<file path="config.mk">
export PLATFORM = sky130hd
export DESIGN_NAME = bsoa_cell
export DESIGN_NICKNAME = d
export VERILOG_FILES = /design/src/design/bsoa_pkg.sv /design/src/design/bsoa_cell.sv
export SDC_FILE = /design/constraint.sdc
export NUM_CORES = 1
export LEC_CHECK = 0
export ABC_CLOCK_PERIOD_IN_PS = 3000
export BUFFER_PORTS_ARGS = -buffer_cell sky130_fd_sc_hd__buf_2
export CAP_MARGIN = 30
export CORE_ASPECT_RATIO = 1.1
export CORE_MARGIN = 1
export CORE_UTILIZATION = 45
export CTS_BUF_LIST = sky130_fd_sc_hd__clkbuf_16
export DETAILED_ROUTE_END_ITERATION = 16
export PLACE_DENSITY = 0.76
export SYNTH_ARGS = -nofsm -noshare
export SYNTH_HDL_FRONTEND = slang
export SYNTH_SLANG_ARGS = --single-unit
</file>
<file path="constraint.sdc">
create_clock -name clk -period 3 [get_ports clk]
set_input_delay 0.6 -clock clk [delete_from_list [all_inputs] [get_ports clk]]
set_output_delay 0.6 -clock clk [all_outputs]
set_load 0.05 [all_outputs]
</file>
<file path="src/design/bsoa_pkg.sv">
// shared constants and types of the bit stream offset aligner
`default_nettype none

package bsoa_pkg;

    // sizing
    localparam int MAX_SHIFT      = 64;
    localparam int MAX_TRACK_BITS = 262144;
    localparam int CELLS          = 2 * MAX_SHIFT + 1;
    localparam int WIDE_W         = 3 * MAX_SHIFT + 1;
    localparam int POS_W          = $clog2(MAX_TRACK_BITS + 1);
    localparam int SHIFT_W        = $clog2(MAX_SHIFT + 1);
    localparam int AIDX_W         = (MAX_SHIFT > 1) ? $clog2(MAX_SHIFT) : 1;
    localparam int CELL_W         = $clog2(CELLS);

    // fixed field widths
    localparam int CNT_W      = 19;
    localparam int OFS_W      = 8;
    localparam int STATUS_W   = 2;
    localparam int MOFS_W     = 7;
    localparam int FRAC_W     = 16;
    localparam int THR_W      = FRAC_W;
    localparam int PROD_W     = CNT_W + FRAC_W;
    localparam int CFG_IDX_W  = 1;
    localparam int CFG_DATA_W = 16;

    localparam int SHORT_MARGIN = 16;

    localparam logic [MOFS_W-1:0] MOFS_RESET = 7'd64;
    localparam logic [THR_W-1:0]  THR_RESET  = 16'd6554;

    typedef enum logic [CFG_IDX_W-1:0] {
        CFG_MAX_OFFSET = 1'b0,
        CFG_THRESHOLD  = 1'b1
    } cfg_reg_t;

    typedef enum logic [STATUS_W-1:0] {
        ST_OK     = 2'd0,
        ST_SHORT  = 2'd1,
        ST_NO_FIT = 2'd2
    } status_t;

    typedef struct packed {
        logic take;
        logic clear;
        logic scan;
    } cell_ctrl_t;

endpackage

`default_nettype wire

</file>
<file path="src/design/bsoa_cell.sv">
// one offset cell: a bit of the b shift chain and the mismatch counter of one offset
`default_nettype none

module bsoa_cell (
    input  wire logic                      clk,
    input  wire logic                      rst_n,
    input  wire bsoa_pkg::cell_ctrl_t      ctrl,
    input  wire logic                      b_prev,
    input  wire logic                      hit,
    input  wire logic [bsoa_pkg::CNT_W-1:0] cnt_in,
    output logic                           b_out,
    output logic [bsoa_pkg::CNT_W-1:0]     cnt_out
);

    logic                       b_reg;
    logic                       b_next;
    logic [bsoa_pkg::CNT_W-1:0] cnt_reg;
    logic [bsoa_pkg::CNT_W-1:0] cnt_next;

    always_comb
    begin
        b_next = b_reg;
        if (ctrl.clear)
        begin
            b_next = 1'b0;
        end
        else if (ctrl.take)
        begin
            b_next = b_prev;
        end
    end

    // during readout the counters move one cell toward the head each cycle
    always_comb
    begin
        cnt_next = cnt_reg;
        if (ctrl.scan)
        begin
            cnt_next = cnt_in;
        end
        else if (ctrl.take && hit)
        begin
            cnt_next = cnt_reg + 1'b1;
        end
    end

    always_ff @(posedge clk or negedge rst_n)
    begin
        if (!rst_n)
        begin
            b_reg   <= 1'b0;
            cnt_reg <= '0;
        end
        else
        begin
            b_reg   <= b_next;
            cnt_reg <= cnt_next;
        end
    end

    assign b_out   = b_reg;
    assign cnt_out = cnt_reg;

endmodule

`default_nettype wire

</file>
**Word-level counts from Yosys, hierarchy flattened**

Index checks and enable logic that the tools add are counted.

- Reductions and logical operators: 3
- Add/subtract/negate cells: 1
- Muxes and demuxes: 4

Operators by type and width:

| cell | number |
|---|---|
| $mux W19 | 2 |
| $add A19 B1 Y19 const B | 1 |
| $reduce_bool A2 Y1 | 2 |
| $mux W1 | 2 |
| $logic_and A1 B1 Y1 | 1 |

- Register bits: 20
- Output and inout bits: 20
- Logic and storage cells: 10

**Depth between registers and ports, before layout**

- Word-level depth: 3
- Mapped depth: 5

**Worst setup path after synthesis**

No wires, ideal clock.

- Path kind: register -> register
- Start: register cnt_reg, in the netlist cnt_out[0]
- End: register cnt_reg, in the netlist cnt_out[10]
- Arrival: 2.028 ns
- Setup slack: 0.890 ns
- Period minus slack after synthesis: 2.110 ns
- Data required time: 2.918 ns
- Cell stages (with the launch flop): 6
- Path buffers: 0
- Cells stage by stage: dfrtp_1 -> ha_1 -> nand3_2 -> or4_1 -> or3_1 -> a31oi_1

- Word-level cells in the longest chain between the ends: 3

RTL lines:

| item | line | source |
|---|---|---|
| start, declared | bsoa_cell.sv:17 | `logic [bsoa_pkg::CNT_W-1:0] cnt_reg;` |
| start signal, assigned | bsoa_cell.sv:57 | `cnt_reg <= cnt_next;` |
| $add A19 B1 Y19 | bsoa_cell.sv:43 | `cnt_next = cnt_reg + 1'b1;` |
| $mux W19 | bsoa_cell.sv:41 | `else if (ctrl.take && hit)` |
| $mux W19 | bsoa_cell.sv:37 | `if (ctrl.scan)` |

No other way between the ends. The select of a mux whose other input is x is not followed.
A chain may end at the register's enable or synchronous reset.

**Final worst setup path**

Ends and elaborated chain as after synthesis.

==> flow_summary.toml <==
[setup_path]
reg2reg_slack_ns = 1.08
critPathLaunchType = "flop"
crit_path_end_kind = "flop"
r2r-end = "cnt_out[10]"
rr_startpoint = "cnt_out[0]"
crit_arrival_ns = 2.10
crit_required_ns = 3.17
max_stage_delay_ns = 0.60
cp_cell_sequence = "ha_1 -> nand3_2 -> or4_1 -> or3_1 -> a31oi_1"
r2r_cells = 5
slowest_stage = "or4_1"
critPathKind = "reg2reg"
cp_max_fo = 7

[clock_tree]
clock_latency_ns = 0.25
clock-root-buffer = "clkbuf_16"
clock_path_buffers = 2
ctsHtreeMaxLevel = 1
cts_sinks = 20
postCtsSetupBuffers = 0
tritoncts = "yes"
ctsResizeCount = 0
ctsHoldBuffers = 0
clk_pin_slew_ns = 0.06
cts_buffers = 3

[worst_hold_path]
hold_class = "in2async"

[global_routing]
grt.overflow.total = 0
grt_pass1_wl_um = 4250
grt_usage_pct = 21.4
antenna_found_initial = 0
grt_pass1_vias = 1013
grt_start_max_net_pins = 28

[floorplanning]
num_rows = 18
core_um2 = 2300
die_x_um = 49.5
io_pins = 46
die-area_um2 = 2690
start_util_pct = 48.6
die_height_um = 54.3

[layout]
nFillCells = 238
fin_cells = 203
syn2layout_area_growth_pct = 28.8
n_antenna_cell = 0
fin_nets = 201
drive_gt1_share_pct = 29.5

[power_and_ir_drop]
power_density_nw_per_um2 = 568
p_leak_nw = 0.651
vdd_ir_drop_max_mv = 0.439

[sta]
fin_skew_ns = 0.00317
tightest_slew_ns = 0.522
rsz0062_at_grt = "no"
tns_ns = 0
hold_viol_final = 0
period_needed_ns = 1.92
post-route-period-util_pct = 64.1
finalSetupViolCount = 0
maxSlewHeadroom_pct = 64.9
slew_viol_final = 0
fmax_ghz = 0.520

[logic_synthesis]
synth-seq-cells = 20
synth_warnings = 0
synthesis.area_um2 = 1120
postSynthCellCount = 129
yosysSeqAreaShare_pct = 44.8
synthArstFlopShare_pct = 100
yosysUniqueCellTypes = 24
yosys-top-cells-count = "20 x dfrtp_1, 18 x nand2_1, 18 x o21ai_0, 11 x nor2_1"
synth_most_common_cell = "dfrtp_1"
synth.avg_cell_area_um2 = 8.66
synth.net_count = 156
synth-edff-count = 0
synthTopCellsByArea = "dfrtp_1 45%, o21ai_0 8.1%, nand2_1 6.0%"
yosys.area.top_type_share_pct = 44.8
synth.largest_area_cell = "dfrtp_1"
ys.flop_type = "dfrtp_1"

[detailed_routing]
drt-initial-drc-count = 12
routed_wirelength_um = 2600
routed_via_density = 5.54
routedWlPerCell_um = 12.8
firstDrtPassIters = 4
antenna_left = 0
drc = 0
vias = 1124

[placement]
dp.cells = 199
dp_hpwl_um = 1910
io_buffers = 45
routabilityCongestion = 0.834

[outcome]
outcome = "finished clean"

[run]
drv_cap = 0
-- worst max-delay path, delay by kind of cell, from the launching register on --
kind            cells  cell delay, ns
simple gates        3            1.07
compound gates      1            0.17
fa+ha+maj           1            0.19
flops               1            0.42
-- layer usage --
layer	vias up	share of wire, %	GRT usage, %
met5	-	0	0
met1	521	43	24.9
met3	9	5.4	3.33
li1	551	-	-
met2	43	48	38.6
met4	0	2.9	11.9
-- report_power, final --
group	leakage, nW	internal (mW)	switching [mW]
sequential	0.234	0.296	0.0336
combinational	0.378	0.0588	0.154
clock	0.0385	0.178	0.0977
-- area by class of cell --
class	instances	area [um^2]	share of cell area [%]
Multi-Input combinational cell	100	582	40.4
Sequential cell	20	500	34.8
Clock buffer	3	75.1	5.22
Tap cell	30	37.5	2.61
Clock inverter	1	3.75	0.261
Timing Repair Buffer	45	225	15.7
Inverter	4	15.0	1.04
-- worst max-delay path by stage --
stage | from | slack (ns) | end | cells after the start
finish | cnt_out[0] | 1.08 | cnt_out[10] | 5
global route | cnt_out[0] | 0.98 | cnt_out[14] | 5
CTS | cnt_out[0] | 1.07 | cnt_out[10] | 5
detailed placement | ctrl[2] | 0.86 | cnt_out[11] | 5
global placement | ctrl[2] | 0.91 | cnt_out[13] | 5
floorplan | cnt_out[0] | 0.89 | cnt_out[10] | 5
-- placed cells by master, fill, tap and decap left out, drive strengths merged, types with 4 or more instances in the layout --
cell type,synthesis,layout
buf,1,45
xnor2,5,5
mux2i,4,4
xor2,4,4
a31oi,7,7
nand4,7,7
o21ai,18,18
dfrtp,20,20
nand2,19,19
inv,4,4
nor2,11,11
or3,5,5
nand3,5,5
-- registers in the layout, summed over array words and instances, names as in the netlist --
register and flops:
b_out 1, cnt_out 19
-- stage by stage --
stage               instance area (um^2)  power (mW)  hold slack (ns)  worst slack (ns)  util [%]
CTS                                 1440       0.828            0.309              1.07      62.6
floorplan                           1120       0.480            0.304             0.890         -
detailed placement                  1360       0.547            0.533             0.862      59.2
global route                        1440       0.856            0.329             0.983      62.6
finish                              1440       0.817            0.296              1.08      62.6
global placement                    1360       0.540            0.518             0.907      59.2
-- cells by family (layout without fill, tap and decap cells) --
group | after synthesis | after routing | synth area share [%]
flops | 20 | 20 | 44.8
mux | 4 | 4 | 3.58
compound gates | 26 | 26 | 12.8
fa+ha+maj | 1 | 1 | 1.12
xor+xnor | 9 | 9 | 7.05
simple gates | 60 | 60 | 27.5
buf+inv | 9 | 53 | 3.13
(Power assumes the default switching activity.)
