### src/design/bsoa_pkg.sv
// shared constants and types of the bit stream offset aligner
`default_nettype none

package bsoa_pkg;

    // sizing
    localparam int MAX_SHIFT      = 64;
    localparam int MAX_TRACK_BITS = 262144;
    localparam int CELLS          = 2 * MAX_SHIFT + 1;
    localparam int WIDE_W         = 3 * MAX_SHIFT + 1;
    localparam int POS_W          = $clog2(MAX_TRACK_BITS + 1);
    localparam int SHIFT_W        = $clog2(MAX_SHIFT + 1);
    localparam int AIDX_W         = (MAX_SHIFT > 1) ? $clog2(MAX_SHIFT) : 1;
    localparam int CELL_W         = $clog2(CELLS);

    // fixed field widths
    localparam int CNT_W      = 19;
    localparam int OFS_W      = 8;
    localparam int STATUS_W   = 2;
    localparam int MOFS_W     = 7;
    localparam int FRAC_W     = 16;
    localparam int THR_W      = FRAC_W;
    localparam int PROD_W     = CNT_W + FRAC_W;
    localparam int CFG_IDX_W  = 1;
    localparam int CFG_DATA_W = 16;

    localparam int SHORT_MARGIN = 16;

    localparam logic [MOFS_W-1:0] MOFS_RESET = 7'd64;
    localparam logic [THR_W-1:0]  THR_RESET  = 16'd6554;

    typedef enum logic [CFG_IDX_W-1:0] {
        CFG_MAX_OFFSET = 1'b0,
        CFG_THRESHOLD  = 1'b1
    } cfg_reg_t;

    typedef enum logic [STATUS_W-1:0] {
        ST_OK     = 2'd0,
        ST_SHORT  = 2'd1,
        ST_NO_FIT = 2'd2
    } status_t;

    typedef struct packed {
        logic take;
        logic clear;
        logic scan;
    } cell_ctrl_t;

endpackage

`default_nettype wire

### src/design/bsoa_pick.sv
// counter readout, best offset search, reliability check and result register
`default_nettype none

module bsoa_pick (
    input  wire logic                          clk,
    input  wire logic                          rst_n,
    input  wire logic                          start,
    input  wire logic [bsoa_pkg::POS_W-1:0]    len,
    input  wire logic [bsoa_pkg::SHIFT_W-1:0]  span,
    input  wire logic [bsoa_pkg::THR_W-1:0]    threshold,
    input  wire logic [bsoa_pkg::CNT_W-1:0]    cnt_head,
    input  wire logic                          out_ready,
    output logic                               idle,
    output logic                               scan,
    output logic                               out_valid,
    output logic [bsoa_pkg::STATUS_W-1:0]      status,
    output logic signed [bsoa_pkg::OFS_W-1:0]  best_offset,
    output logic [bsoa_pkg::CNT_W-1:0]         mismatch_bits,
    output logic [bsoa_pkg::CNT_W-1:0]         compared_bits,
    output logic                               reliable
);

    typedef enum logic [3:0] {
        S_IDLE = 4'b0001,
        S_SCAN = 4'b0010,
        S_MUL  = 4'b0100,
        S_LOAD = 4'b1000
    } pick_state_t;

    pick_state_t                   state_reg;
    pick_state_t                   state_next;
    logic [bsoa_pkg::CELL_W-1:0]   scan_cnt_reg;
    logic [bsoa_pkg::CNT_W-1:0]    compared_reg;
    logic                          short_reg;
    logic                          found_reg;
    logic [bsoa_pkg::CNT_W-1:0]    best_cnt_reg;
    logic [bsoa_pkg::CELL_W-1:0]   best_idx_reg;
    logic [bsoa_pkg::SHIFT_W-1:0]  best_abs_reg;
    logic [bsoa_pkg::PROD_W-1:0]   prod_reg;

    bsoa_pkg::status_t             status_reg;
    logic [bsoa_pkg::OFS_W-1:0]    best_offset_reg;
    logic [bsoa_pkg::CNT_W-1:0]    mismatch_reg;
    logic [bsoa_pkg::CNT_W-1:0]    compared_out_reg;
    logic                          reliable_reg;
    logic                          out_valid_reg;

    logic [bsoa_pkg::POS_W:0]      short_limit;
    logic                          is_short;
    logic [bsoa_pkg::CNT_W-1:0]    compared_calc;
    logic                          cur_neg;
    logic [bsoa_pkg::CELL_W-1:0]   cur_abs_wide;
    logic [bsoa_pkg::SHIFT_W-1:0]  cur_abs;
    logic                          in_range;
    logic                          better;
    logic                          out_free;
    logic                          rel_calc;
    logic [bsoa_pkg::CELL_W:0]     best_d_wide;

    assign short_limit   = (bsoa_pkg::POS_W+1)'({span, 1'b0})
                         + (bsoa_pkg::POS_W+1)'(bsoa_pkg::SHORT_MARGIN);
    assign is_short      = {1'b0, len} <= short_limit;
    assign compared_calc = bsoa_pkg::CNT_W'(len - bsoa_pkg::POS_W'({span, 1'b0}));

    // head cell holds the counter of offset scan_cnt - MAX_SHIFT
    assign cur_neg      = scan_cnt_reg < bsoa_pkg::CELL_W'(bsoa_pkg::MAX_SHIFT);
    assign cur_abs_wide = cur_neg ? bsoa_pkg::CELL_W'(bsoa_pkg::MAX_SHIFT) - scan_cnt_reg
                                  : scan_cnt_reg - bsoa_pkg::CELL_W'(bsoa_pkg::MAX_SHIFT);
    assign cur_abs      = bsoa_pkg::SHIFT_W'(cur_abs_wide);
    assign in_range     = cur_abs <= span;

    // fewest mismatches, then smaller distance, then the negative side
    always_comb
    begin
        better = 1'b0;
        if (in_range)
        begin
            if (!found_reg)
            begin
                better = cnt_head < compared_reg;
            end
            else
            begin
                better = (cnt_head < best_cnt_reg)
                      || ((cnt_head == best_cnt_reg)
                          && ((cur_abs < best_abs_reg)
                              || ((cur_abs == best_abs_reg) && cur_neg)));
            end
        end
    end

    assign out_free    = !out_valid_reg || out_ready;
    assign rel_calc    = {best_cnt_reg, bsoa_pkg::FRAC_W'(0)} <= prod_reg;
    assign best_d_wide = {1'b0, best_idx_reg} - (bsoa_pkg::CELL_W+1)'(bsoa_pkg::MAX_SHIFT);

    always_comb
    begin
        state_next = state_reg;
        unique case (state_reg)
            S_IDLE:
            begin
                if (start)
                begin
                    state_next = S_SCAN;
                end
            end
            S_SCAN:
            begin
                if (scan_cnt_reg == bsoa_pkg::CELL_W'(bsoa_pkg::CELLS - 1))
                begin
                    state_next = S_MUL;
                end
            end
            S_MUL:
            begin
                state_next = S_LOAD;
            end
            S_LOAD:
            begin
                if (out_free)
                begin
                    state_next = S_IDLE;
                end
            end
            default:
            begin
                state_next = S_IDLE;
            end
        endcase
    end

    always_ff @(posedge clk or negedge rst_n)
    begin
        if (!rst_n)
        begin
            state_reg     <= S_IDLE;
            out_valid_reg <= 1'b0;
        end
        else
        begin
            state_reg <= state_next;
            if (state_reg == S_LOAD && out_free)
            begin
                out_valid_reg <= 1'b1;
            end
            else if (out_ready)
            begin
                out_valid_reg <= 1'b0;
            end
        end
    end

    always_ff @(posedge clk)
    begin
        if (state_reg == S_IDLE && start)
        begin
            scan_cnt_reg <= '0;
            compared_reg <= compared_calc;
            short_reg    <= is_short;
            found_reg    <= 1'b0;
        end
        if (state_reg == S_SCAN)
        begin
            scan_cnt_reg <= scan_cnt_reg + 1'b1;
            if (better)
            begin
                found_reg    <= 1'b1;
                best_cnt_reg <= cnt_head;
                best_idx_reg <= scan_cnt_reg;
                best_abs_reg <= cur_abs;
            end
        end
        if (state_reg == S_MUL)
        begin
            prod_reg <= bsoa_pkg::PROD_W'(threshold) * bsoa_pkg::PROD_W'(compared_reg);
        end
        if (state_reg == S_LOAD && out_free)
        begin
            if (short_reg)
            begin
                status_reg       <= bsoa_pkg::ST_SHORT;
                best_offset_reg  <= '0;
                mismatch_reg     <= '0;
                compared_out_reg <= '0;
                reliable_reg     <= 1'b0;
            end
            else if (!found_reg)
            begin
                status_reg       <= bsoa_pkg::ST_NO_FIT;
                best_offset_reg  <= '0;
                mismatch_reg     <= '0;
                compared_out_reg <= compared_reg;
                reliable_reg     <= 1'b0;
            end
            else
            begin
                status_reg       <= bsoa_pkg::ST_OK;
                best_offset_reg  <= bsoa_pkg::OFS_W'(best_d_wide);
                mismatch_reg     <= best_cnt_reg;
                compared_out_reg <= compared_reg;
                reliable_reg     <= rel_calc;
            end
        end
    end

    assign idle          = state_reg == S_IDLE;
    assign scan          = state_reg == S_SCAN;
    assign out_valid     = out_valid_reg;
    assign status        = status_reg;
    assign best_offset   = $signed(best_offset_reg);
    assign mismatch_bits = mismatch_reg;
    assign compared_bits = compared_out_reg;
    assign reliable      = reliable_reg;

endmodule

`default_nettype wire
### config.mk
export PLATFORM = sky130hd
export DESIGN_NAME = bsoa_pick
export DESIGN_NICKNAME = d
export VERILOG_FILES = /design/src/design/bsoa_pkg.sv /design/src/design/bsoa_pick.sv
export SDC_FILE = /design/constraint.sdc
export NUM_CORES = 1
export LEC_CHECK = 0
export BUFFER_PORTS_ARGS = -buffer_cell sky130_fd_sc_hd__buf_2
export CAP_MARGIN = 10
export CORE_ASPECT_RATIO = 0.6
export CORE_UTILIZATION = 57
export DETAILED_ROUTE_END_ITERATION = 16
export PLACE_DENSITY = 0.79
export SLEW_MARGIN = 30
export SYNTH_ARGS = -nofsm -noshare
export SYNTH_HDL_FRONTEND = slang
export SYNTH_SLANG_ARGS = --single-unit
### constraint.sdc
create_clock -name clk -period 6.45 [get_ports clk]
set_input_delay 1.29 -clock clk [delete_from_list [all_inputs] [get_ports clk]]
set_output_delay 1.29 -clock clk [all_outputs]
set_load 0.05 [all_outputs]
Yosys cells after proc, flatten, opt, wreduce, memory -nomap -nowiden
Index checks and enable logic that the tools add are counted.
{"block": "totals", "ff_bits": 152, "latch_bits": 0, "ram_bits": 0, "rom_bits": 0, "in_bits": 65, "output_inout_bits": 52, "elab_cells": 68, "n_memories": 0}
{"block": "op_classes", "addsub": 6, "mul": 1, "div_mod_pow": 0, "order_cmp": 7, "eq_ne": 10, "n_shift": 0, "muxes": 15, "n_bitwise": 1, "reduce_logical": 13}
{"operator": "$lt 19x19->1", "n": 2}
{"operator": "$le 35x35->1", "n": 1}
{"operator": "$mul 16x19->35", "n": 1}
{"operator": "$eq 19x19->1", "n": 1}
{"operator": "$le 19x9->1", "n": 1}
{"operator": "$sub 19x8->19", "n": 1}
{"operator": "$mux 8", "n": 2}
{"operator": "$pmux 4 s4", "n": 1}
{"operator": "$mux 4", "n": 3}
{"operator": "$add 8x5->9 const B", "n": 1}
{"operator": "$add 8x1->8 const B", "n": 1}
{"operator": "$eq 8x8->1 const B", "n": 1}
{"operator": "$lt 8x7->1 const B", "n": 1}
{"operator": "$sub 8x7->8 const B", "n": 1}
{"operator": "$eq 7x7->1", "n": 1}
{"operator": "$le 7x7->1", "n": 1}
{"operator": "$lt 7x7->1", "n": 1}
{"operator": "$mux 1", "n": 7}
{"operator": "$mux 7", "n": 1}
{"operator": "$sub 7x7->7 const A", "n": 1}
{"operator": "$sub 7x7->7 const B", "n": 1}
{"operator": "$eq 4x1->1 const B", "n": 1}
{"operator": "$eq 4x2->1 const B", "n": 1}
{"operator": "$eq 4x3->1 const B", "n": 1}
{"operator": "other kinds (12)", "n": 19}

Logic depth before layout (Yosys ltp)
{"block": "depth", "depth_word": 11, "depth_mapped": 23}

Least setup slack after synthesis
Ideal clock, no wire load.
{"block": "synth_path", "path_type": "input port to flip-flop", "from": "input port threshold[9] (netlist name)", "to": "register prod_reg[29] (netlist name) (data pin)", "setup_ns": 0.258, "arrival_time_ns": 6.860, "t_required_ns": 6.192, "path_slack_ns": -0.668, "stages": 21, "n_path_buf": 3, "path_cell_list": "clkbuf_1 > clkbuf_1 > nand2_1 > fa_1 > fa_1 > inv_1 > fa_1 > fa_1 > fa_1 > inv_1 > fa_1 > inv_1 > ha_1 > buf_2 > a21o_1 > a221o_1 > a41o_1 > a21o_1 > a221oi_2 > o21ai_2 > xnor2_1"}
{"block": "synth_between", "elab_chain_len": 1}
{"element": "start: declaration", "line_no": "bsoa_pick.sv:10", "rtl": "input wire logic [bsoa_pkg::THR_W-1:0] threshold,"}
{"element": "$mul 16x19->35", "line_no": "bsoa_pick.sv:175", "rtl": "prod_reg <= bsoa_pkg::PROD_W'(threshold) * bsoa_pkg::PROD_W'(compared_reg);"}
{"element": "end signal: assignment", "line_no": "bsoa_pick.sv:175"}
{"element": "end: declaration", "line_no": "bsoa_pick.sv:39", "rtl": "logic [bsoa_pkg::PROD_W-1:0] prod_reg;"}
No other way between the ends.
A chain may end at the register's enable or synchronous reset.

Worst setup path in the final report
{"block": "layout_path", "from": "input port threshold[7] (netlist name)", "to": "register prod_reg[25] (netlist name) (data pin)"}
Same word-level chain as after synthesis.

==> metrics.md <==
| Metric | Value |
|---|---|
| Outcome | complete, no violations |
| Share of layout cells above drive strength 1 | 0.185 |
| Crit end category | flip-flop |
| ANT nets after route | 0 |
| Setup slack after layout | 0.0665 ns |
| Async set-reset flop share out of synthesis | 0.0331 |
| Cell Rows | a little under 50 |
| Max Cap Viol | 0 |
| Global-route wire length before repair | between 70 and 80 mm |
| R2R Setup Slk | approximately 0.10 ns |
| Hold_ws | a little over 0.5 ns |
| H-tree levels | 4 |
| CP max-delay cell | fa_2 |
| Power, Total | around 8 mW |
| M3 GR Usage | 0.0590 |
| Initial antenna violation count | 0 |
| Number of flops mapped to enable cells by yosys | ~150 |
| Cell taking the most area after synthesis | fa_1 |
| CP Cell Sequence | buf_6 -> buf_12 -> nand2_4 -> fa_2 -> inv_1 -> fa_1 -> fa_2 -> fa_2 -> fa_1 -> inv_1 -> fa_2 -> inv_1 -> ha_2 -> a21o_1 -> a221o_1 -> a41o_1 -> a21o_1 -> a221oi_2 -> buf_4 -> xnor2_1 |
| CTS Sinks | 151 |
| TritonCTS clock tree | done |
| Core Area | around 0.03 mm2 |
| Die span in y | approximately 140 um |
| Dpl cells | 2,369 |
| Fin util | 0.683 |
| I/O Buffers | 116 |
| Endpoint, Worst Hold | state_reg[3] |
| P&R area growth vs syn | 17.1% |
| Routability cong. | between 0.9 and 1 |
| Largest net degree at the start of global routing | 50 |
| Max Fclk | between 150 and 200 MHz |
| # fillers | around 2,200 |
| Internal power | 4.63 mW |
| IO Count | between 100 and 150 |
| Top cells by area, synth | fa_1, edfxtp_1, ha_1 |
| Avg WL per Cell | between 15 and 20 um |
| WP data required | roughly 6.6 ns |
| Sequential fraction of the synthesis area | 0.256 |
| Sw frac | 0.424 |
| Die area | approximately 0.032 mm2 |
| DRC Markers | 0 |
| Hold Buf Count CTS | 0 |
| Prevailing post-synth register cell | edfxtp_1 |
| Busiest grt layer | met1 |
| Post-Place Setup Slack | -0.602 ns |
| Mapped Cells | ~1,800 |
| CP most frequent cell | fa_2 |
| CP top delay family | adder cells |
| Clock Skew | a little over 0.008 ns |
| Clk slew on worst S/H paths | 0.06 ns |
| # nets final | approximately 2,500 |
| Vias per Instance | 5.65 |
| Syn nets | approximately 2,300 |
| Yosys cell types | 64 |
| Met1 Use GR | 0.466 |
| Final HPWL DP | ~38 mm |
| Clock tree buffer depth | 2 |
| Critical path startpoint category | primary input |
| Via count | 13,619 |
| Synth top area share | 0.270 |
| Tcrit/Tclk final | 0.990 |
| Routed WL | about 47 mm |
| Number of inserted diodes | 0 |
| Syn avg cell area | roughly 10 um2 |
| Reg2reg path depth | 18 |
| Skew-Pair Late Insertion Delay | about 0.43 ns |
| Hold crit path type | flip-flop to flip-flop |
| Post-synthesis cell area | approximately 0.018 mm2 |
| Power share of the combinational group | 0.715 |
| Reg-to-reg endpoint | prod_reg[25] |
| VDD IR-drop max | 0.435 mV |
| Synth warnings | 0 |
| Area post-placement | 0.0196 mm2 |
| Initial core utilization | 0.583 |
| Arr. time, crit path | ~6.6 ns |
| Least-Margin Pin Slew | a little under 0.9 ns |
| Number of global-route vias before repair | 13,901 |
| Global route total overflow | 0 |
| Crit Path Category | primary input to flip-flop |
| Fin crit period | between 6 and 7 ns |
| CTS root buf | clkbuf_16 |
| Final instance area | just over 0.02 mm2 |
| Sequential power share | 0.163 |
| Critical path buffers and inverters | 6 |
| Hold depth | 1 |
| Number of flip-flops in the largest register | 35 |
| Final setup viols | 0 |
| Hold Violations, Final | 0 |
| Inserted Clock Buffers | 17 |
| Hold Startpoint | state_reg[1] |
| Die X | about 230 um |
| Met2 usage | 0.438 |
| Power share of the clock group | 0.122 |
| CP Max Fanout | 7 |
| Crit-path max cell delay | approximately 0.61 ns |
| Drt pass-1 iters | 5 |
| Non-Filler Instances | around 2,400 |
| Yosys reg bits | ~150 |
| Sw power | ~3.4 mW |
| Pwr/cell area | between 300 and 400 mW/mm2 |
| 1st-iter DRT viols | 1,533 |
| RR Startpoint | compared_reg[5] |
| Gr usage total | 0.302 |
| Max Slew Vio Count | 0 |
| Headroom to the max-slew limit | 0.402 |
| Setup TNS | 0 ns |
| Leakage | 9.87 nW |
power groups by stage:
stage | clock [mW] | combinational [mW] | sequential (mW)
finish | 0.976 | 5.75 | 1.31
global route | 1.02 | 6.34 | 1.31
CTS | 0.971 | 5.28 | 1.31
detailed placement | 0 | 5.17 | 1.33
global placement | 0 | 5.06 | 1.33
floorplan | 0 | 3.32 | 1.33
cell usage after synthesis, types with 5 or more instances:
library cell  number
and3_1             9
o21a_1             7
fa_1             237
ha_1             192
inv_1            352
or2_2              5
o21bai_1           6
xor2_1            33
nand3_1           19
edfxtp_1         145
nor4_1             9
nor3_1            14
nand2b_1           5
nor2_1            90
clkbuf_1          60
and2_1           152
nand2_1          195
nor2b_1           12
a21oi_1           57
a211oi_1           9
xnor2_1           26
o21ai_0           29
nand4_1           20
a21o_1            27
repair_timing:
item | CTS | global route
resized for setup | 10 | 69
setup endpoints to repair | 7 | 16
cloned | 0 | 1
buffers inserted | 0 | 9
pin swaps | 7 | 49
per-layer routing:
metal | up-vias | part of all wire
met5 | - | 0
met3 | 73 | 0.10
li1 | 6082 | -
met1 | 6773 | 0.45
met4 | 0 | 0.021
met2 | 691 | 0.43
kinds of logic after synthesis:
group | share of synthesized area
DFF | 0.256
xor gates and xnor gates | 0.0294
AOI/OAI and AO/OA | 0.0674
muxes | 0.000640
adders and majority gates | 0.406
buffers and inverters | 0.0882
and+or+nand+nor | 0.152
placed cells by master (no fill, tap or decap), types with 5 or more instances in the layout:
master and n:
a21oi_1 54, buf_4 134, nand2b_1 5, nor2b_1 12, fa_1 218, o21ai_0 27, edfxtp_1 145, buf_6 12
ha_1 179, nand2_2 8, xor2_1 33, and2_4 10, nand3_1 18, nor2_1 89, and2_1 143, o21bai_1 5
nor4_1 9, nand4_1 20, or2_2 5, fa_2 19, o21a_1 7, a211oi_1 9, xnor2_1 26, and3_1 8
nor3_1 14, buf_2 104, nand2_1 184, clkbuf_16 18, inv_1 348, a21o_1 27, ha_4 12
worst reg2reg max path: cells and delay by family, from the launching register on:
kind,cells,cell delay [ns]
buffers and inverters,5,0.72
xor gates and xnor gates,1,0.06
DFF,1,0.88
and+or+nand+nor,1,0.15
AOI/OAI and AO/OA,4,0.93
adders and majority gates,7,3.37
final cells by class:
cell class	instances	area, um2	share of cell area
repair buffers	257	1790	0.0869
flip-flops and latches	151	4500	0.218
clock inverters	12	126	0.00613
well taps	408	510	0.0248
multi-input cells	1211	11900	0.578
clock buffers	20	437	0.0212
inverters	352	1320	0.0641
worst max path at each step:
stage	start	end	slack, ns	cells after the start
final	threshold[7]	prod_reg[25]	0.07	20
after global routing	threshold[5]	prod_reg[25]	-0.04	21
after CTS	threshold[5]	prod_reg[25]	0.003	21
after detailed placement	threshold[6]	prod_reg[34]	-0.60	21
after global placement	threshold[6]	prod_reg[34]	-0.49	21
after floorplan	threshold[1]	prod_reg[34]	-0.17	21
No activity file was read; power rests on OpenSTA's default activity.
