[src/design/bsoa_pkg.sv]
// shared constants and types of the bit stream offset aligner
`default_nettype none

package bsoa_pkg;

    // sizing
    localparam int MAX_SHIFT      = 64;
    localparam int MAX_TRACK_BITS = 262144;
    localparam int CELLS          = 2 * MAX_SHIFT + 1;
    localparam int WIDE_W         = 3 * MAX_SHIFT + 1;
    localparam int POS_W          = $clog2(MAX_TRACK_BITS + 1);
    localparam int SHIFT_W        = $clog2(MAX_SHIFT + 1);
    localparam int AIDX_W         = (MAX_SHIFT > 1) ? $clog2(MAX_SHIFT) : 1;
    localparam int CELL_W         = $clog2(CELLS);

    // fixed field widths
    localparam int CNT_W      = 19;
    localparam int OFS_W      = 8;
    localparam int STATUS_W   = 2;
    localparam int MOFS_W     = 7;
    localparam int FRAC_W     = 16;
    localparam int THR_W      = FRAC_W;
    localparam int PROD_W     = CNT_W + FRAC_W;
    localparam int CFG_IDX_W  = 1;
    localparam int CFG_DATA_W = 16;

    localparam int SHORT_MARGIN = 16;

    localparam logic [MOFS_W-1:0] MOFS_RESET = 7'd64;
    localparam logic [THR_W-1:0]  THR_RESET  = 16'd6554;

    typedef enum logic [CFG_IDX_W-1:0] {
        CFG_MAX_OFFSET = 1'b0,
        CFG_THRESHOLD  = 1'b1
    } cfg_reg_t;

    typedef enum logic [STATUS_W-1:0] {
        ST_OK     = 2'd0,
        ST_SHORT  = 2'd1,
        ST_NO_FIT = 2'd2
    } status_t;

    typedef struct packed {
        logic take;
        logic clear;
        logic scan;
    } cell_ctrl_t;

endpackage

`default_nettype wire

[src/design/bsoa_tap.sv]
// a delay line with span select, and the per-cell b tap selected by the span
`default_nettype none

module bsoa_tap (
    input  wire logic                        clk,
    input  wire logic                        rst_n,
    input  wire bsoa_pkg::cell_ctrl_t        ctrl,
    input  wire logic                        a_bit,
    input  wire logic [bsoa_pkg::SHIFT_W-1:0] span,
    input  wire logic [bsoa_pkg::CELLS-1:0]  b_next,
    output logic                             a_old,
    output logic [bsoa_pkg::CELLS-1:0]       taps
);

    logic [bsoa_pkg::MAX_SHIFT-1:0] a_dl_reg;
    logic [bsoa_pkg::MAX_SHIFT-1:0] a_dl_next;
    logic [bsoa_pkg::MAX_SHIFT:0]   a_dl_shift;
    logic [bsoa_pkg::SHIFT_W-1:0]   span_dec;
    logic [bsoa_pkg::WIDE_W-1:0]    b_wide;
    logic [bsoa_pkg::WIDE_W-1:0]    b_shifted;

    assign a_dl_shift = {a_dl_reg, a_bit};

    always_comb
    begin
        a_dl_next = a_dl_reg;
        if (ctrl.clear)
        begin
            a_dl_next = '0;
        end
        else if (ctrl.take)
        begin
            a_dl_next = a_dl_shift[bsoa_pkg::MAX_SHIFT-1:0];
        end
    end

    always_ff @(posedge clk or negedge rst_n)
    begin
        if (!rst_n)
        begin
            a_dl_reg <= '0;
        end
        else
        begin
            a_dl_reg <= a_dl_next;
        end
    end

    // a bit from span pairs ago
    assign span_dec = span - 1'b1;
    assign a_old    = (span == '0) ? a_bit : a_dl_reg[span_dec[bsoa_pkg::AIDX_W-1:0]];

    // cell c compares against b of age span + MAX_SHIFT - c
    assign b_wide    = {b_next, {bsoa_pkg::MAX_SHIFT{1'b0}}};
    assign b_shifted = b_wide >> span;

    always_comb
    begin
        for (int c = 0; c < bsoa_pkg::CELLS; c++)
        begin
            taps[c] = b_shifted[2 * bsoa_pkg::MAX_SHIFT - c];
        end
    end

endmodule

`default_nettype wire

[config.mk]
export PLATFORM = sky130hd
export DESIGN_NAME = bsoa_tap
export DESIGN_NICKNAME = d
export VERILOG_FILES = /design/src/design/bsoa_pkg.sv /design/src/design/bsoa_tap.sv
export SDC_FILE = /design/constraint.sdc
export NUM_CORES = 1
export LEC_CHECK = 0
export BUFFER_PORTS_ARGS = -buffer_cell sky130_fd_sc_hd__buf_4
export CORE_ASPECT_RATIO = 1.75
export CORE_MARGIN = 2
export CORE_UTILIZATION = 45
export DETAILED_ROUTE_END_ITERATION = 16
export PLACE_DENSITY = 0.77
export SLEW_MARGIN = 25
export SYNTH_ARGS = -nofsm -noshare
export SYNTH_HDL_FRONTEND = slang
export SYNTH_SLANG_ARGS = --single-unit
[constraint.sdc]
create_clock -name clk -period 7.9 [get_ports clk]
set_clock_uncertainty 0.05 [all_clocks]
set_input_delay 1.58 -clock clk [delete_from_list [all_inputs] [get_ports clk]]
set_output_delay 1.58 -clock clk [all_outputs]
set_load 0.02 [all_outputs]
Word-level counts from Yosys, hierarchy flattened
Index checks and enable logic that the tools add are counted. W data, S select, Z words.

Bits in registers: 64. Bits of input ports: 142. Output and inout bits: 130. Word-level logic and storage cells: 11.

Add/sub/neg operators: 1. Magnitude comparators: 1. Shift-type cells: 1. Mux-type cells: 5. Reductions and logical operators: 2.

Operator list (count): $shr A193 B7 Y129 (1); $mux W64 (2); $logic_not A7 Y1 (1); $lt A6 B7 Y1 const B (1); $bmux W1 S6 (1); $sub A6 B1 Y6 const B (1); $mux W1 (2); $reduce_bool A2 Y1 (1).

Longest topological paths before layout
Gate-level depths: netlist (run 1).

Depth in word-level cells: 4. Depth in mapped cells: 14. Mapped depth without buffers: 8.

Worst setup path before layout (run 1)
OpenSTA, ideal clock, no wires.

Path kind: in2out. From: input span[0] (netlist bit). To: output a_old. Arrival time: 4.538 ns. Required time: 6.270 ns. Slack: 1.732 ns. Cell stages on the path: 14. Cells stage by stage: buf_2 -> inv_1 -> buf_2 -> buf_4 -> buf_4 -> buf_2 -> ha_1 -> buf_1 -> clkbuf_1 -> mux4_2 -> and3_1 -> a211o_1 -> nand3_1 -> o211ai_1.

Cells in the longest elaborated chain, start to end: 4. Elaborated cells on any way between the ends: 5. Classes of those cells: add/sub (1); mux (3); reduce/logical (1).

RTL lines: start: declaration (RTL line bsoa_tap.sv:9) `input wire logic [bsoa_pkg::SHIFT_W-1:0] span,`; $sub A6 B1 Y6 (RTL line bsoa_tap.sv:50) `assign span_dec = span - 1'b1;`; $bmux W1 S6 (RTL line bsoa_tap.sv:51) `assign a_old = (span == '0) ? a_bit : a_dl_reg[span_dec[bsoa_pkg::AIDX_W-1:0]];`; $mux W1 (not written as such) (RTL line bsoa_tap.sv:51); $mux W1 * (RTL line bsoa_tap.sv:51); end: declaration (RTL line bsoa_tap.sv:11) `output logic a_old,`.

Every way passes the cells marked *; elsewhere a longest branch is shown, timed or not. The select of a mux whose other input is x is not followed.

Worst setup path in the final report (run 1)
From: input span[2] (netlist bit). To: output taps[48] (netlist bit).

Cells in the longest elaborated chain, start to end: 1.

RTL lines: $shr A193 B7 Y129 (RTL line bsoa_tap.sv:55) `assign b_shifted = b_wide >> span;`; end: declaration (RTL line bsoa_tap.sv:12) `output logic [bsoa_pkg::CELLS-1:0] taps`.

No other way between the ends.

==> key figures, run 1 <==
Power
  – Worst vdd ir: between 200 and 300 uV
  – P per Cell Area: 137 nW/um^2
  – Leak: ~0.0074 uW

Synth
  – Synth Warn #: 0
  – Top cells by area in the synthesized netlist: mux4_2 23%, mux2i_1 13%, dfrtp_1 10%
  – Yosys top cell by area: mux4_2
  – Share of the synthesized area in the top cell type: 0.227
  – Seq cells post-synth: 64
  – Cell variety after synth: 75
  – Post-synth ARST share: 1.00
  – EDFF count, synth: 0
  – Ys flop type: dfrtp_1
  – Synth top cells by count: 222 x nor2_1, 199 x mux2i_1, 158 x mux4_2
  – Register area share after synthesis: 0.102
  – Avg Inst Size Synth: 9.00 um^2
  – Most frequent cell after synthesis: nor2_1
  – Synth Net Count: approximately 1,900
  – Synth Instances: 1,738
  – Cell area after synthesis: 15,600 um^2

Global route
  – First-pass GRT wire length: roughly 130,000 um
  – Total gr overflow: 0
  – Via count of the first global-routing pass: between 15,000 and 20,000
  – M3 GR Usage: 0.105
  – Grt peak-use layer: met2
  – Largest net degree at the start of global routing: 83
  – Grt met2 use: 0.771
  – Gr usage total: 0.495
  – Initial antenna violation count: 1
  – GR Layer Usage met1: 0.577

Worst setup path
  – Reg-to-Reg Start: a_dl_reg[20]$_DFFE_PN0P_
  – Crit Path Class: primary input to output port
  – Reg2reg end: a_dl_reg[21]$_DFFE_PN0P_
  – Worst path required time: 6270 ps
  – Crit path launch type: primary input
  – Origin of the worst setup path: span[2]
  – Worst setup EP type: output port
  – Crit-path max FO: 82
  – Reg2Reg Depth: 2
  – R2R setup slack: 7020 ps
  – CP arrival: 5210 ps

Final layout
  – Area Overhead vs Synth: 17.0%
  – Fin area: around 18,000 um^2
  – Post-layout net count: 2,053
  – Ratio of cells with drive above 1 in the final layout: 0.364
  – Max FFs per register: 64

Floorplan
  – Rows: 90
  – Die width: 145 um
  – DIE AREA: 36,300 um^2
  – Core Footprint: 34,300 um^2
  – Num ports: 272
  – Initial Utilization: 0.456
  – Die height: 251 um

Place
  – Placed Area: roughly 18,000 um^2
  – Buffers added on ports: 270
  – Placer Congestion: 1.07
  – DP HPWL: 71,000 um

Clock network
  – Sink Count: 64
  – Clk_lat worst skew: 350 ps
  – Register clock-pin slew on the reported worst setup and hold paths: 60 ps
  – CTS hold repair buffers: 0
  – H-tree depth: 3
  – Post-CTS Resized: 0
  – Post-CTS Setup Bufs: 0
  – CTS Buffer Depth: 2
  – CTS tree: built
  – Number of buffers created by CTS: 9
  – Clk root buf: clkbuf_16

Status
  – Status: complete, no violations

STA
  – Unrepaired setup endpoints after global routing: no
  – Final Hold Viols: 0
  – Fmax: 0.146 GHz
  – Fin crit share: 0.865
  – Period minus WS final: 6840 ps
  – Slew headroom: 0.210
  – Setup_tns: 0 ps
  – Endpoints failing setup: 0
  – Worst-Margin Slew: 1150 ps
  – Slew Limit Fails: 0

Route
  – DRC Markers: 0
  – Initial drt markers: slightly below 3,000
  – DRT antenna net count: 0
  – Via/cell ratio: between 7 and 8
  – Vias: 18,600
  – Avg WL per Cell: about 40 um
  – Total Wirelength: 92,600 um
  – TritonRoute pass-1 iters: 8

Worst hold path
  – Hold Startpoint: a_dl_reg[63]$_DFFE_PN0P_
  – Hold Path Depth: 2
  – Hold Path End: a_dl_reg[63]$_DFFE_PN0P_
  – Hold WC Path Type: flip-flop to flip-flop

Job
  – Max-Cap Viols: 0
## per-stage QoR
step,cells,total power (uW),worst slack [ps],hold slack [ps],util
6_report,2375,2520,1060,501,0.533
5_1_grt,2374,2550,903,521,0.533
4_1_cts,2374,2440,1170,499,0.533
3_5_place_dp,2358,2030,1180,485,0.524
3_3_place_gp,2357,2020,1220,450,0.524
2_1_floorplan,1738,1330,1730,431,-
## worst max-delay path: stages
cell and delay (ps):
buf_6 520, buf_4 480, mux4_2 420, mux2_2 340, mux2i_1 680, nor2_1 80, nor3_1 520, o211ai_1 240
buf_4 230
## where the power goes
group          total (uW)  switching (uW)  internal (uW)
registers             329           0.695            329
logic                1780            1140            644
clock network         406             159            247
total                2520            1300           1220
## cell type report
cell class                      instances  area (um^2)
Antenna cell                            1         2.50
Clock buffer                            9          225
Clock inverter                          7         77.6
Fill cell                            3147        16000
Inverter                                7         28.8
Multi-Input combinational cell       1483        13100
Sequential cell                        64         1600
Tap cell                              460          576
Timing Repair Buffer                  344         2660
## layout by cell type (no fill, tap or decap), drive strengths merged, types with 7 or more instances in the layout
cell | netlist | final
buf | 83 | 342
nor2 | 222 | 222
mux2i | 217 | 217
mux4 | 158 | 158
nand2 | 132 | 132
mux2 | 130 | 130
o22ai | 111 | 111
o21ai | 72 | 72
dfrtp | 64 | 64
a22oi | 51 | 51
a21oi | 48 | 48
o211ai | 35 | 35
o221ai | 32 | 32
o22a | 27 | 27
a211oi | 26 | 26
nor3 | 25 | 25
a221oi | 25 | 25
nand3 | 16 | 16
a221o | 16 | 16
a211o | 12 | 12
a22o | 11 | 11
a2bb2oi | 11 | 11
clkbuf | 101 | 10
inv | 7 | 10
nor2b | 8 | 8
or3 | 8 | 8
and3 | 7 | 7
o2bb2ai | 7 | 7
nand2b | 7 | 7
## cells by family after synthesis
| logic type | count (synthesis) | share of synthesized area |
|---|---|---|
| fa+ha+maj | 2 | 0.00160 |
| buf+inv | 191 | 0.0593 |
| compound gates | 527 | 0.245 |
| xor+xnor | 1 | 0.000560 |
| flops | 64 | 0.102 |
| simple gates | 448 | 0.121 |
| mux | 505 | 0.470 |
## how the worst max path moves through the flow
stage               end  slack, ps  depth (start not counted)
6_report       taps[48]       1060                          9
5_1_grt        taps[37]        900                          9
4_1_cts        taps[44]       1170                          9
3_5_place_dp   taps[44]       1180                          9
3_3_place_gp   taps[44]       1220                          9
2_1_floorplan     a_old       1730                         14
## routing by layer
layer	part of all wire	up-vias	routed length, um
li1	-	7380	-
met1	0.34	9086	31300
met4	0.11	2	10000
met3	0.11	441	9960
met5	0.00016	-	15
met2	0.45	1666	41300
Power figures use the tool's default switching activity.
==> run 2: changes to the inputs <==
--- a/config.mk
+++ b/config.mk
@@ -5,7 +5,7 @@
 export SDC_FILE = /design/constraint.sdc
 export NUM_CORES = 1
 export LEC_CHECK = 0
-export BUFFER_PORTS_ARGS = -buffer_cell sky130_fd_sc_hd__buf_4
+export BUFFER_PORTS_ARGS = -buffer_cell sky130_fd_sc_hd__buf_2
 export CORE_ASPECT_RATIO = 1.75
 export CORE_MARGIN = 2
 export CORE_UTILIZATION = 45
==> key figures, run 2 (synthesis gave the netlist of run 1 again) <==
Final layout
  – Post-layout net count: 2,054 (+0.049%)
  – Max FFs per register: 64 (unchanged)
  – Commonest non-fill, non-tap cell in the layout: buf_2
  – Fill cell count: 3,244 (+3.1%)
  – Fin area: 17,600 um^2 (-3.8%)
  – Most frequent cells in the layout: 264 x buf_2, 219 x nor2_1, 199 x mux2i_1, 158 x mux4_2, 131 x nand2_1
  – Area Overhead vs Synth: 12.6%
  – Number of diodes: 0 (-1)
  – Multi-input logic area: 13,100 um^2 (about the same)
  – FF/Latch Area: 1600 um^2 (unchanged)
  – Util after Layout: 0.513 (-0.0201)
  – Ratio of cells with drive above 1 in the final layout: 0.365 (+0.000854)
  – Final cell count without fillers: 2,375 (unchanged)

Worst setup path
  – Worst path required time: 6270 ps (about the same)
  – Worst setup EP type: output port
  – Crit-path max FO: 107 (+30%)
  – Reg-to-Reg Start: a_dl_reg[5]$_DFFE_PN0P_
  – Crit Path Class: primary input to output port
  – CP arrival: 5070 ps (-140 ps)
  – Crit path launch type: primary input
  – Origin of the worst setup path: span[2]

Power
  – Sw frac: 0.539 (+0.0241)
  – Flop pwr share: 0.137 (+0.006)
  – Logic pwr share: 0.706 (-0.002)
  – Clock Power Share: 0.157 (-0.004)
  – Power Internal: 1110 uW (-9.0%)
  – Worst vdd ir: 216 uV (-20%)
  – Psw: 1300 uW (+0.18%)
  – Leak: 0.00719 uW (-2.8%)
  – P per Cell Area: 137 nW/um^2 (-0.55%)

Global route
  – Largest net degree at the start of global routing: 108 (+30%)
  – First-pass GRT wire length: 130,000 um (-0.96%)
  – Via count of the first global-routing pass: 17,800 (-0.90%)
  – Total gr overflow: 0 (unchanged)
  – Initial antenna violation count: 0 (-1)
  – Gr usage total: 0.491 (-0.00321)

Floorplan
  – Core Footprint: 34,300 um^2 (unchanged)
  – Rows: 90 (unchanged)
  – Num ports: 272 (unchanged)
  – DIE AREA: 36,300 um^2 (unchanged)
  – Die width: 145 um (unchanged)
  – Initial Utilization: 0.456 (unchanged)
  – Die height: 251 um (unchanged)

Worst hold path
  – Hold Startpoint: a_dl_reg[63]$_DFFE_PN0P_
  – Hold WC Path Type: flip-flop to flip-flop

Route
  – DRC Markers: 0 (unchanged)
  – Total Wirelength: 92,100 um (-0.59%)
  – TritonRoute pass-1 iters: 6 (-2)
  – Avg WL per Cell: 38.8 um (-0.59%)
  – DRT antenna net count: 0 (unchanged)
  – Initial drt markers: 2,989 (+3.6%)
  – Vias: 18,500 (-0.65%)
  – Via/cell ratio: 7.77 (-0.65%)

STA
  – Setup_tns: 0 ps (unchanged)
  – Worst-Margin Slew: 1170 ps (+18.9 ps)
  – Fin crit share: 0.848 (-0.0170)
  – Slew headroom: 0.214 (+0.00468)
  – Final Hold Viols: 0 (unchanged)
  – Slew Limit Fails: 0 (unchanged)
  – Fmax: 0.149 GHz (+2.0%)
  – Unrepaired setup endpoints after global routing: no
  – Endpoints failing setup: 0 (unchanged)
  – Period minus WS final: 6700 ps (-135 ps)

Clock network
  – Register clock-pin slew on the reported worst setup and hold paths: 60 ps (about the same)
  – CTS Buffer Depth: 2 (unchanged)
  – CTS tree: built
  – H-tree depth: 3 (unchanged)
  – Post-CTS Setup Bufs: 0 (unchanged)
  – Clk_lat worst skew: 350 ps (about the same)
  – Post-CTS Resized: 0 (unchanged)
  – Number of buffers created by CTS: 9 (unchanged)
  – Clk root buf: clkbuf_16
  – CTS hold repair buffers: 0 (unchanged)
  – Sink Count: 64 (unchanged)

Place
  – Buffers added on ports: 270 (unchanged)
  – Placer Congestion: 1.10 (+3.0%)
  – Placed Area: 17,300 um^2 (-3.7%)
  – DP HPWL: 70,300 um (-1.0%)
  – Placed insts: 2,359 (+0.042%)

Job
  – Max-Cap Viols: 0 (unchanged)

Status
  – Status: complete, no violations
## run 2: changes by cell type in the layout (fill, tap and decap cells not counted), sizes merged
cell           change
buf                +2
bufinv             -1
clkdlybuf4s15      -1
clkinv             +1
clkinvlp           +1
diode              -1
inv                -1
## run 2: power by group through the flow
stage	registers, uW	logic [uW]	clock network (uW)
2_1_floorplan	335	992	0
3_3_place_gp	335	1600	0
3_5_place_dp	335	1610	0
4_1_cts	329	1610	381
5_1_grt	329	1720	391
6_report	329	1700	378
## run 2: routing by layer
| metal | vias up | GRT usage | routed length (um) |
|---|---|---|---|
| met3 | 436 | 0.103 | 9840 |
| met5 | - | 0 | 0 |
| met2 | 1667 | 0.775 | 41400 |
| li1 | 7371 | - | - |
| met1 | 8980 | 0.577 | 31400 |
| met4 | 0 | 0.400 | 9510 |
## run 2: worst max-delay path, cell delays in order
cell      delay [ps]
buf_6            660
buf_4            540
mux4_2           440
mux2i_1          210
o22ai_1          110
a211oi_1         880
o221ai_1         280
buf_2            230
## run 2: worst paths after layout
kind | end | slack (ps) | depth (start not counted)
max | taps[37] | 1200 | 8
min | a_dl_reg[63]$_DFFE_PN0P_ | 500 | 2
max reg2reg | a_dl_reg[6]$_DFFE_PN0P_ | 7000 | 2
min reg2reg | a_dl_reg[63]$_DFFE_PN0P_ | 500 | 2
max in group asynchronous | a_dl_reg[57]$_DFFE_PN0P_ | 5900 | 2
min in group asynchronous | a_dl_reg[42]$_DFFE_PN0P_ | 1350 | 2
## run 2: final cells by class
class	instances	share of cell area
flip-flops and latches	64	0.0909
repair buffers	345	0.113
well taps	460	0.0327
multi-input cells	1483	0.746
clock buffers	9	0.0128
clock inverters	7	0.00312
inverters	7	0.00163
## run 2: stage by stage
step           hold slack, ps  setup slack [ps]  power, uW
3_3_place_gp              449              1430       1940
4_1_cts                   499              1360       2320
5_1_grt                   527              1140       2440
2_1_floorplan             431              1730       1330
6_report                  497              1200       2410
3_5_place_dp              487              1360       1940
